[src/rtl/pcsm_pkg.sv]
// Shared types, codes and the format table of the PCM convert and mix block.
// Standalone; used by the top level.
package pcsm_pkg;

  typedef enum logic [4:0] {
    FMT_U8        = 5'd0,
    FMT_S8        = 5'd1,
    FMT_U16LE     = 5'd2,
    FMT_S16LE     = 5'd3,
    FMT_U16BE     = 5'd4,
    FMT_S16BE     = 5'd5,
    FMT_U32LE     = 5'd6,
    FMT_S32LE     = 5'd7,
    FMT_U32BE     = 5'd8,
    FMT_S32BE     = 5'd9,
    FMT_U24IN32LE = 5'd10,
    FMT_S24IN32LE = 5'd11,
    FMT_U24IN32BE = 5'd12,
    FMT_S24IN32BE = 5'd13
  } fmt_code_t;

  typedef enum logic [1:0] {
    WID_8  = 2'd0,
    WID_16 = 2'd1,
    WID_32 = 2'd2
  } wid_t;

  typedef struct packed {
    logic ok;
    wid_t wid;
    logic sgn;
    logic be;
  } fmt_info_t;

  localparam logic [1:0] REG_SRC_FORMAT   = 2'd0;
  localparam logic [1:0] REG_DST_FORMAT   = 2'd1;
  localparam logic [1:0] REG_SRC_CHANNELS = 2'd2;

  localparam logic STATUS_OK      = 1'b0;
  localparam logic STATUS_BAD_FMT = 1'b1;

  localparam logic [4:0] SRC_FORMAT_RESET   = FMT_S16LE;
  localparam logic [4:0] DST_FORMAT_RESET   = FMT_S16LE;
  localparam logic [7:0] SRC_CHANNELS_RESET = 8'd2;

  function automatic fmt_info_t fmt_lookup(logic [4:0] code);
    fmt_info_t fi;
    fi = '{ok: 1'b1, wid: WID_32, sgn: 1'b0, be: 1'b0};
    unique case (code)
      FMT_U8:        fi.wid = WID_8;
      FMT_S8:        begin fi.wid = WID_8;  fi.sgn = 1'b1; end
      FMT_U16LE:     fi.wid = WID_16;
      FMT_S16LE:     begin fi.wid = WID_16; fi.sgn = 1'b1; end
      FMT_U16BE:     begin fi.wid = WID_16; fi.be = 1'b1; end
      FMT_S16BE:     begin fi.wid = WID_16; fi.sgn = 1'b1; fi.be = 1'b1; end
      FMT_U32LE:     fi.wid = WID_32;
      FMT_S32LE:     fi.sgn = 1'b1;
      FMT_U32BE:     fi.be = 1'b1;
      FMT_S32BE:     begin fi.sgn = 1'b1; fi.be = 1'b1; end
      FMT_U24IN32LE: fi.wid = WID_32;
      FMT_S24IN32LE: fi.sgn = 1'b1;
      FMT_U24IN32BE: fi.be = 1'b1;
      FMT_S24IN32BE: begin fi.sgn = 1'b1; fi.be = 1'b1; end
      default:       fi.ok = 1'b0;
    endcase
    return fi;
  endfunction

endpackage

[src/rtl/pcm_convert_saturating_mix.sv]
// PCM convert and mix: four-stage pipeline that decodes, adds, clamps and re-encodes.
// Depends on pcsm_pkg.
//
// Takes one destination sample and one source sample per request and returns their
// saturated sum in the destination format. One request is accepted every clock while
// the output side takes results; a request passes through the decode, add and clamp,
// rescale product and encode register stages in turn before its result appears.
// s_tready follows m_tready combinationally through the stage enables, so a stall
// holds every occupied stage and loses nothing. Values are carried in fixed point
// with 32 fractional bits. Configuration is taken every cycle and must only change
// while the pipeline is empty.
module pcm_convert_saturating_mix (
  input  logic        clk,
  input  logic        rst,
  input  logic        s_tvalid,
  output logic        s_tready,
  input  logic [71:0] s_tdata,   // dst_sample[31:0], src_sample[63:32], channel_index[71:64]
  input  logic        s_tuser,   // src_present
  output logic        m_tvalid,
  input  logic        m_tready,
  output logic [31:0] m_tdata,   // mixed_sample[31:0]
  output logic        m_tuser,   // status
  input  logic        cfg_valid,
  output logic        cfg_ready,
  input  logic [7:0]  cfg_index,
  input  logic [7:0]  cfg_data
);
  import pcsm_pkg::*;

  localparam logic [33:0] ONE_Q = 34'h1_0000_0000;

  logic [4:0] src_format;
  logic [4:0] dst_format;
  logic [7:0] src_channels;
  fmt_info_t  src_fi;
  fmt_info_t  dst_fi;

  // stage registers
  logic               v1, v2, v3;
  logic signed [33:0] a1, b1;
  logic [31:0]        raw1, raw2, raw3;
  logic [33:0]        t2;
  logic [31:0]        q3;
  logic               fnz3;

  logic               en1, en2, en3, en4;
  logic signed [33:0] a_dec, b_dec;
  logic               src_live;
  logic signed [34:0] sum, clamped, t_wide;
  logic [65:0]        prod;
  logic [32:0]        half, f;
  logic [31:0]        x_enc, mask, enc_out;

  // Decode a raw code to a value in [-1, 1]. With A = 2u and M = 2^n - 1,
  // floor(A * 2^32 / M) = A * (2^32 - 1) / M + floor(A / M), and the first
  // factor is a byte replication pattern.
  function automatic logic signed [33:0] decode(logic [31:0] raw, fmt_info_t fi);
    logic [31:0] x;
    logic [32:0] a;
    logic [32:0] m;
    logic [33:0] q;
    logic        ge1, ge2;
    x = 32'd0;
    m = 33'd1;
    unique case (fi.wid)
      WID_8: begin
        x = {24'd0, raw[7:0]};
        if (fi.sgn) x[7] = ~x[7];
        m = {25'd0, 8'hFF};
      end
      WID_16: begin
        x = fi.be ? {16'd0, raw[7:0], raw[15:8]} : {16'd0, raw[15:0]};
        if (fi.sgn) x[15] = ~x[15];
        m = {17'd0, 16'hFFFF};
      end
      WID_32: begin
        x = fi.be ? {raw[7:0], raw[15:8], raw[23:16], raw[31:24]} : raw;
        if (fi.sgn) x[31] = ~x[31];
        m = {1'b0, 32'hFFFF_FFFF};
      end
      default: begin
        x = 32'd0;
        m = 33'd1;
      end
    endcase
    a = {x, 1'b0};
    unique case (fi.wid)
      WID_8:   q = {1'b0, a} + {a[25:0], 8'd0} + {a[17:0], 16'd0} + {a[9:0], 24'd0};
      WID_16:  q = {1'b0, a} + {a[17:0], 16'd0};
      default: q = {1'b0, a};
    endcase
    ge1 = (a >= m);
    ge2 = ({1'b0, a} >= {m, 1'b0});
    q = q + {33'd0, ge1} + {33'd0, ge2};
    return $signed(q - ONE_Q);
  endfunction

  assign src_fi    = fmt_lookup(src_format);
  assign dst_fi    = fmt_lookup(dst_format);
  assign cfg_ready = 1'b1;

  always_ff @(posedge clk) begin
    if (rst) begin
      src_format   <= SRC_FORMAT_RESET;
      dst_format   <= DST_FORMAT_RESET;
      src_channels <= SRC_CHANNELS_RESET;
    end else if (cfg_valid && cfg_ready && cfg_index[7:2] == 6'd0) begin
      unique case (cfg_index[1:0])
        REG_SRC_FORMAT:   src_format   <= cfg_data[4:0];
        REG_DST_FORMAT:   dst_format   <= cfg_data[4:0];
        REG_SRC_CHANNELS: src_channels <= cfg_data;
        default: ;
      endcase
    end
  end

  // advance a stage when it is empty or the one after it advances
  assign en4      = !m_tvalid || m_tready;
  assign en3      = !v3 || en4;
  assign en2      = !v2 || en3;
  assign en1      = !v1 || en2;
  assign s_tready = en1;

  always_ff @(posedge clk) begin
    if (rst) begin
      v1       <= 1'b0;
      v2       <= 1'b0;
      v3       <= 1'b0;
      m_tvalid <= 1'b0;
    end else begin
      if (en1) v1 <= s_tvalid;
      if (en2) v2 <= v1;
      if (en3) v3 <= v2;
      if (en4) m_tvalid <= v3;
    end
  end

  // stage 1: decode both samples; silence an absent or unusable source
  assign src_live = s_tuser && (s_tdata[71:64] < src_channels) && src_fi.ok;
  assign a_dec    = decode(s_tdata[31:0], dst_fi);
  assign b_dec    = src_live ? decode(s_tdata[63:32], src_fi) : 34'sd0;

  always_ff @(posedge clk) begin
    if (en1) begin
      a1   <= a_dec;
      b1   <= b_dec;
      raw1 <= s_tdata[31:0];
    end
  end

  // stage 2: add, clamp to [-1, 1], offset to [0, 2]
  always_comb begin
    sum = 35'(a1) + 35'(b1);
    priority if (sum < -$signed({1'b0, ONE_Q})) clamped = -$signed({1'b0, ONE_Q});
    else if (sum > $signed({1'b0, ONE_Q}))      clamped = $signed({1'b0, ONE_Q});
    else                                        clamped = sum;
    t_wide = clamped + $signed({1'b0, ONE_Q});
  end

  always_ff @(posedge clk) begin
    if (en2) begin
      t2   <= t_wide[33:0];
      raw2 <= raw1;
    end
  end

  // stage 3: t * M as (t << n) - t, keep the integer part of half the product and a sticky fraction
  always_comb begin
    unique case (dst_fi.wid)
      WID_8:   prod = ({32'd0, t2} << 8) - {32'd0, t2};
      WID_16:  prod = ({32'd0, t2} << 16) - {32'd0, t2};
      default: prod = ({32'd0, t2} << 32) - {32'd0, t2};
    endcase
  end

  always_ff @(posedge clk) begin
    if (en3) begin
      q3   <= prod[64:33];
      fnz3 <= |prod[32:0];
      raw3 <= raw2;
    end
  end

  // stage 4: remove the signed offset, round toward zero, mask and swap
  always_comb begin
    unique case (dst_fi.wid)
      WID_8: begin
        half = dst_fi.sgn ? 33'h80 : 33'd0;
        mask = 32'hFF;
      end
      WID_16: begin
        half = dst_fi.sgn ? 33'h8000 : 33'd0;
        mask = 32'hFFFF;
      end
      default: begin
        half = dst_fi.sgn ? 33'h8000_0000 : 33'd0;
        mask = 32'hFFFF_FFFF;
      end
    endcase
    f = {1'b0, q3} - half;
    if (f[32] && fnz3) f = f + 33'd1;
    x_enc = f[31:0] & mask;
    enc_out = x_enc;
    if (dst_fi.be) begin
      unique case (dst_fi.wid)
        WID_16:  enc_out = {16'd0, x_enc[7:0], x_enc[15:8]};
        WID_32:  enc_out = {x_enc[7:0], x_enc[15:8], x_enc[23:16], x_enc[31:24]};
        default: enc_out = x_enc;
      endcase
    end
  end

  always_ff @(posedge clk) begin
    if (en4) begin
      m_tdata <= dst_fi.ok ? enc_out : raw3;
      m_tuser <= dst_fi.ok ? STATUS_OK : STATUS_BAD_FMT;
    end
  end

endmodule

[config.mk]
export PLATFORM = sky130hd
export DESIGN_NAME = pcm_convert_saturating_mix
export DESIGN_NICKNAME = d
export VERILOG_FILES = /design/src/rtl/pcsm_pkg.sv /design/src/rtl/pcm_convert_saturating_mix.sv
export SDC_FILE = /design/constraint.sdc
export NUM_CORES = 1
export LEC_CHECK = 0
export BUFFER_PORTS_ARGS = -buffer_cell sky130_fd_sc_hd__buf_2
export CAP_MARGIN = 15
export CORE_MARGIN = 2
export CORE_UTILIZATION = 58
export CTS_CLUSTER_DIAMETER = 80
export CTS_CLUSTER_SIZE = 12
export DETAILED_ROUTE_END_ITERATION = 8
export PLACE_DENSITY = 0.91
export RECOVER_POWER = 50
export SLEW_MARGIN = 30
export SYNTH_ARGS = -nofsm -noshare
export SYNTH_HDL_FRONTEND = slang
export SYNTH_SLANG_ARGS = --single-unit
[constraint.sdc]
create_clock -name clk -period 5.81 [get_ports clk]
set_input_delay 0.581 -clock clk [delete_from_list [all_inputs] [get_ports clk]]
set_output_delay 0.581 -clock clk [all_outputs]
set_load 0.05 [all_outputs]
# Word-level counts from Yosys, hierarchy flattened
# Index checks and enable logic that the tools add are counted.
[classes]
n_addsub = 21
n_lt_le_gt_ge = 7
muxes = 37
bitwise = 7
multipliers = 0
eq_ne = 32
n_reduce_logical = 32
div = 0
shift = 0
[ops]
columns = ["cell", "count"]
rows = [
  ["$pmux 32 s3", 4],
  ["$mux 32", 6],
  ["$pmux 32 s2", 3],
  ["$add 33x34->34", 4],
  ["$add 34x1->34", 4],
  ["$add 34x34->34", 4],
  ["$pmux 34 s2", 2],
  ["$pmux 65 s2", 1],
  ["$ge 33x34->1", 2],
  ["$mux 34", 2],
  ["$sub 34x33->34 const B", 2],
  ["$ge 33x33->1", 2],
  ["$sub 65x34->65", 1],
  ["$eq 5x4->1 const B", 12],
  ["$sub 50x34->51", 1],
  ["$mux 16", 3],
  ["$sub 42x34->43", 1],
  ["$eq 5x3->1 const B", 8],
  ["$add 34x34->35", 1],
  ["$gt 35x34->1 const B", 1],
  ["$lt 35x33->1 const B", 1],
  ["$add 34x34->34 const B", 1],
  ["$reduce_or 33->1", 1],
  ["$sub 32x32->33", 1],
  ["other kinds (23)", 68],
]
[totals]
register_bits = 286
memories = 0
latchBits = 0
input_bits = 94
romBits = 0
ram_bits = 0
wordCells = 153
output_inout_bits = 36

# Longest topological paths before layout
[depth]
word_depth = 14
ltp_mapped = 27
depth_no_buf = 23

# Worst setup path after synthesis
# Ideal clock, no wire load.
[synth_timing]
path_kind = "flip-flop to flip-flop"
from = "register dst_format[1]"
to = "register a1[33], data pin"
synth_period_minus_slack_ns = 5.804
t_arrival_ns = 5.539
setup_ns = 0.266
path_buffers = 4
setup_slack_ns = 0.006
required_ns = 5.544
path_stages_with_launch = 22
path_cell_list = "dfxtp_1 > clkbuf_1 > nor2_1 > clkbuf_1 > clkbuf_1 > a21boi_0 > o21a_1 > o31ai_1 > fa_1 > ha_1 > ha_1 > clkbuf_1 > a21o_1 > a21o_1 > a21oi_1 > a221oi_1 > o311ai_0 > a21o_1 > a21oi_1 > or4b_1 > o41ai_1 > xnor2_1"
[synth_between]
elab_chain_len = 14
elab_cells_between_ends = 41
cone_classes = "7 x add/sub; 2 x order compare; 13 x eq/ne; 11 x mux; 2 x bitwise; 6 x reduce/logical"
[synth_rtl]
columns = ["item", "line_no", "source"]
rows = [
  ["start: declaration", "pcm_convert_saturating_mix.sv:33", "logic [4:0] dst_format;"],
  ["start signal: assignment", "pcm_convert_saturating_mix.sv:110", "REG_DST_FORMAT: dst_format <= cfg_data[4:0];"],
  ["$eq 5x4->1 or $eq 5x3->1 (tied branches)", "pcsm_pkg.sv:49", "unique case (code)"],
  ["$reduce_or 6->1 (no line)", "-", ""],
  ["$mux 1", "pcsm_pkg.sv:49", ""],
  ["$mux 16 or $mux 32 (tied branches)", "pcm_convert_saturating_mix.sv:72, pcm_convert_saturating_mix.sv:77", ""],
  ["$not 1->1 (on tied branches)", "pcm_convert_saturating_mix.sv:73, pcm_convert_saturating_mix.sv:78", ""],
  ["$mux 1 (on tied branches)", "pcm_convert_saturating_mix.sv:73, pcm_convert_saturating_mix.sv:78", ""],
  ["$pmux 32 s3", "pcm_convert_saturating_mix.sv:65", "unique case (fi.wid)"],
  ["$add 33x34->34", "pcm_convert_saturating_mix.sv:88", "WID_8: q = {1'b0, a} + {a[25:0], 8'd0} + {a[17:0], 16'd0} + {a[9:0], 24'd0};"],
  ["$add 34x34->34 (2 in a row)", "pcm_convert_saturating_mix.sv:88", ""],
  ["$pmux 34 s2", "pcm_convert_saturating_mix.sv:87", "unique case (fi.wid)"],
  ["$add 34x1->34", "pcm_convert_saturating_mix.sv:94", "q = q + {33'd0, ge1} + {33'd0, ge2};"],
  ["$add 34x1->34 *", "pcm_convert_saturating_mix.sv:94", ""],
  ["$sub 34x33->34 *", "pcm_convert_saturating_mix.sv:95", "return $signed(q - ONE_Q);"],
  ["net a_dec[33]", "pcm_convert_saturating_mix.sv:47", "logic signed [33:0] a_dec, b_dec;"],
  ["end signal: assignment", "pcm_convert_saturating_mix.sv:145", "a1 <= a_dec;"],
  ["end: declaration", "pcm_convert_saturating_mix.sv:40", "logic signed [33:0] a1, b1;"],
]
# Mark *: on every way through the listed nets, which the timed path passes. The rest lies on a longest branch.
# A chain may end at the register's enable or synchronous reset.

# Worst setup path in the final report
[layout_timing]
from = "register src_format[2]"
to = "register b1[33], data pin"
[layout_between]
elab_chain_len = 14
elab_cells_between_ends = 46
cone_classes = "7 x add/sub; 2 x order compare; 15 x eq/ne; 12 x mux; 2 x bitwise; 8 x reduce/logical"
[layout_rtl]
columns = ["item", "line_no", "source"]
rows = [
  ["start: declaration", "pcm_convert_saturating_mix.sv:32", "logic [4:0] src_format;"],
  ["start signal: assignment", "pcm_convert_saturating_mix.sv:109", "REG_SRC_FORMAT: src_format <= cfg_data[4:0];"],
  ["$eq 5x4->1 or $eq 5x3->1 (tied branches)", "pcsm_pkg.sv:49", ""],
  ["$reduce_or 6->1 (no line)", "-", ""],
  ["$mux 1", "pcsm_pkg.sv:49", ""],
  ["$mux 16 or $mux 32 (tied branches)", "pcm_convert_saturating_mix.sv:72, pcm_convert_saturating_mix.sv:77", ""],
  ["$not 1->1 (on tied branches)", "pcm_convert_saturating_mix.sv:73, pcm_convert_saturating_mix.sv:78", ""],
  ["$mux 1 (on tied branches)", "pcm_convert_saturating_mix.sv:73, pcm_convert_saturating_mix.sv:78", ""],
  ["$pmux 32 s3", "pcm_convert_saturating_mix.sv:65", ""],
  ["$add 33x34->34", "pcm_convert_saturating_mix.sv:88", ""],
  ["$add 34x34->34 (2 in a row)", "pcm_convert_saturating_mix.sv:88", ""],
  ["$pmux 34 s2", "pcm_convert_saturating_mix.sv:87", ""],
  ["$add 34x1->34 (2 in a row)", "pcm_convert_saturating_mix.sv:94", ""],
  ["$sub 34x33->34", "pcm_convert_saturating_mix.sv:95", ""],
  ["end signal: assignment", "pcm_convert_saturating_mix.sv:146", "b1 <= b_dec;"],
  ["end: declaration", "pcm_convert_saturating_mix.sv:40", ""],
]
# Several ways; a longest one is shown, not always the timed one.

==> flow_summary.json <==
{
  "fin_skew_ps": 18.9,
  "synth-edff-count": 264,
  "die_y_um": 225,
  "final_nets": 3896,
  "cp_top_family": "simple AND/OR/NAND/NOR gates",
  "max_stage_delay_ps": 630,
  "grt_overflow": 0,
  "slew_violations": 133,
  "grt_max_degree": 81,
  "path_clk_slew_ps": 70,
  "worst_pin_slew_ps": 3420,
  "worstPathCellList": "buf_4, nor2b_1, a221oi_1, nor2_1, inv_1, fa_1, inv_1, ha_1, ha_1, a21oi_1, o21ai_0, or4_1, a31o_2, mux2i_1, nor3_1, nor2_1, and4_1, a21oi_1, mux2_2",
  "dp_cells": 4069,
  "syn_area_mm2": 0.0284,
  "die_x_um": 225,
  "grt_pass1_wl_mm": 146,
  "drc": 0,
  "slowest_stage": "or4_1",
  "grt_antenna_before_repair": 1,
  "dpl_cell_area_mm2": 0.0307,
  "drive_above_1_share": 0.103,
  "utilization": 0.649,
  "powerDensity_mw_per_mm2": 289,
  "syn_inst": 3267,
  "portBuffers": 128,
  "hold_buffers": 0,
  "vias": 27782,
  "dr.pass1.iters": 7,
  "cts_buffer_depth": 3,
  "clock_latency_ps": 590,
  "pre_cts_ws_ps": 112,
  "numCtsBuffers": 29,
  "vias_per_cell": 6.75,
  "fp.coreArea_mm2": 0.0486,
  "synth.top_cell.area_share": 0.279,
  "seq_area_frac_synth": 0.294,
  "netlist_top_cells_count": "297 x nor2_1, 271 x ha_1, 264 x edfxtp_1",
  "synth_area_per_cell_um2": 8.70,
  "hold_viol": 0,
  "drt.antenna.violating_nets": 0,
  "dr.first_iter.drc_count": 3449,
  "worst_slack_ps": 218,
  "grt_usage": 0.369,
  "rows": 81,
  "avgRoutedWirePerCell_um": 23.1,
  "critPathRequiredTime_ps": 6140,
  "fin_crit_ps": 5590,
  "cp_max_fo": 10,
  "syn_to_final_growth_pct": 11.1,
  "hold_class": "primary input to flip-flop",
  "yosys.area.top_type": "edfxtp_1",
  "max_freq_mhz": 179,
  "cp.buffers_inverters": 3,
  "status": "complete, but fails checks",
  "endpoint_kind": "flip-flop",
  "stdcell_count": 4116,
  "n_antenna_cell": 0,
  "first_global_vias": 26307,
  "async_reset_ff_frac": 0,
  "ir_drop_mv": 0.256,
  "cts_sinks": 286,
  "wirelength_mm": 95.0,
  "ios": 130,
  "violations": "capacitance limit, slew limit",
  "design.die.area_mm2": 0.0508,
  "start_util": 0.584,
  "p_leak_nw": 13.7,
  "relSlewSlack": -1.28,
  "setup_viol": 0,
  "synth_nets": 3685,
  "drv_cap": 2,
  "stdcell_area_mm2": 0.0316,
  "cts_setup_buffers": 0,
  "critical_path_class": "flip-flop to flip-flop",
  "yosysMostFrequentCell": "nor2_1",
  "fin_crit_sh": 0.962,
  "clock-root-buffer": "clkbuf_16",
  "yosys_warnings": 0,
  "ys.flop_type": "edfxtp_1",
  "start_kind": "flip-flop",
  "tritoncts": "built",
  "htree_num_levels": 1,
  "ys_types": 105,
  "place_congestion": 1.07,
  "hpwl_mm": 74.4,
  "cp_data_arrival_time_ps": 5920,
  "setup_tns_ps": 0,
  "synth-seq-cells": 286,
  "synthTopCellsByArea": "edfxtp_1 28%, ha_1 12%, a21oi_1 4.2%"
}
-- metrics by stage --
stage	power, mW	hold WS, ps
floorplan	5.91	400
global placement	7.15	401
detailed placement	7.17	405
CTS	8.99	201
global route	9.56	228
finish	9.13	212
-- repair_timing --
action                                  CTS  global route
endpoints found under the setup margin    0            20
endpoints found under the hold margin     0             0
resized for setup                         0            30
-- metal layers --
metal,global-route usage,vias to the layer above,wire [µm]
met4,0.189,0,5810
met2,0.610,1754,43400
li1,-,12716,-
met5,0,-,0
met1,0.462,12878,36000
met3,0.0692,434,9780
-- final timing paths --
check | from | endpoint | slack, ps | cells after the start
worst max-delay path | src_format[2] | b1[33] | 220 | 19
worst min-delay path | s_tvalid | v1 | 210 | 3
worst max register to register | src_format[2] | b1[33] | 220 | 19
worst min register to register | raw2[15] | raw3[15] | 410 | 0
-- layout by cell type (no fill, tap or decap), drive strengths merged, types with 65 or more instances in the layout --
cell	instances
o21ai	193
xor2	65
inv	202
nor2	298
clkbuf	111
edfxtp	264
ha	271
nand2	259
xnor2	134
a21o	92
buf	233
nand3	101
nor3	103
a21oi	239
-- worst reg2reg max path, cell delays in order (launching register included) --
cell	delay, ps
dfxtp_1	520
buf_4	210
nor2b_1	320
a221oi_1	130
nor2_1	280
inv_1	170
fa_1	550
inv_1	40
ha_1	300
ha_1	410
a21oi_1	160
o21ai_0	150
or4_1	630
a31o_2	280
mux2i_1	120
nor3_1	260
nor2_1	110
and4_1	210
a21oi_1	150
mux2_2	340
-- where the power goes --
group          switching [mW]  internal (mW)  total, mW
combinational            2.87           1.62       4.49
clock                   0.793           1.01       1.81
sequential              0.282           2.55       2.83
-- state kept, by name, indices dropped and copies added, names as in the netlist, 5 cells and up --
register,count
a1,34
b1,34
dst_format,5
m_tdata,32
q3,32
raw1,32
raw2,32
raw3,32
src_channels,8
src_format,5
t2,34
-- cell families (layout without fill, tap and decap cells) --
group / count (synthesis) / after routing / synth area share
flops: 286 / 286 / 0.294
other cells: 1 / 1 / 0.000132
mux: 50 / 50 / 0.0179
fa+ha+maj: 324 / 324 / 0.157
simple gates: 1086 / 1086 / 0.189
xor+xnor: 199 / 199 / 0.0613
buf+inv: 324 / 551 / 0.0442
compound gates: 997 / 997 / 0.237
-- area by class of cell --
| cell class | instances | area [µm²] |
|---|---|---|
| repair buffers | 302 | 1860 |
| clock buffers | 42 | 774 |
| fillers | 4009 | 17100 |
| well taps | 622 | 778 |
| multi-input cells | 2657 | 18900 |
| clock inverters | 5 | 100 |
| flip-flops and latches | 286 | 8370 |
| inverters | 202 | 758 |
No activity file was read; power rests on OpenSTA's default activity.
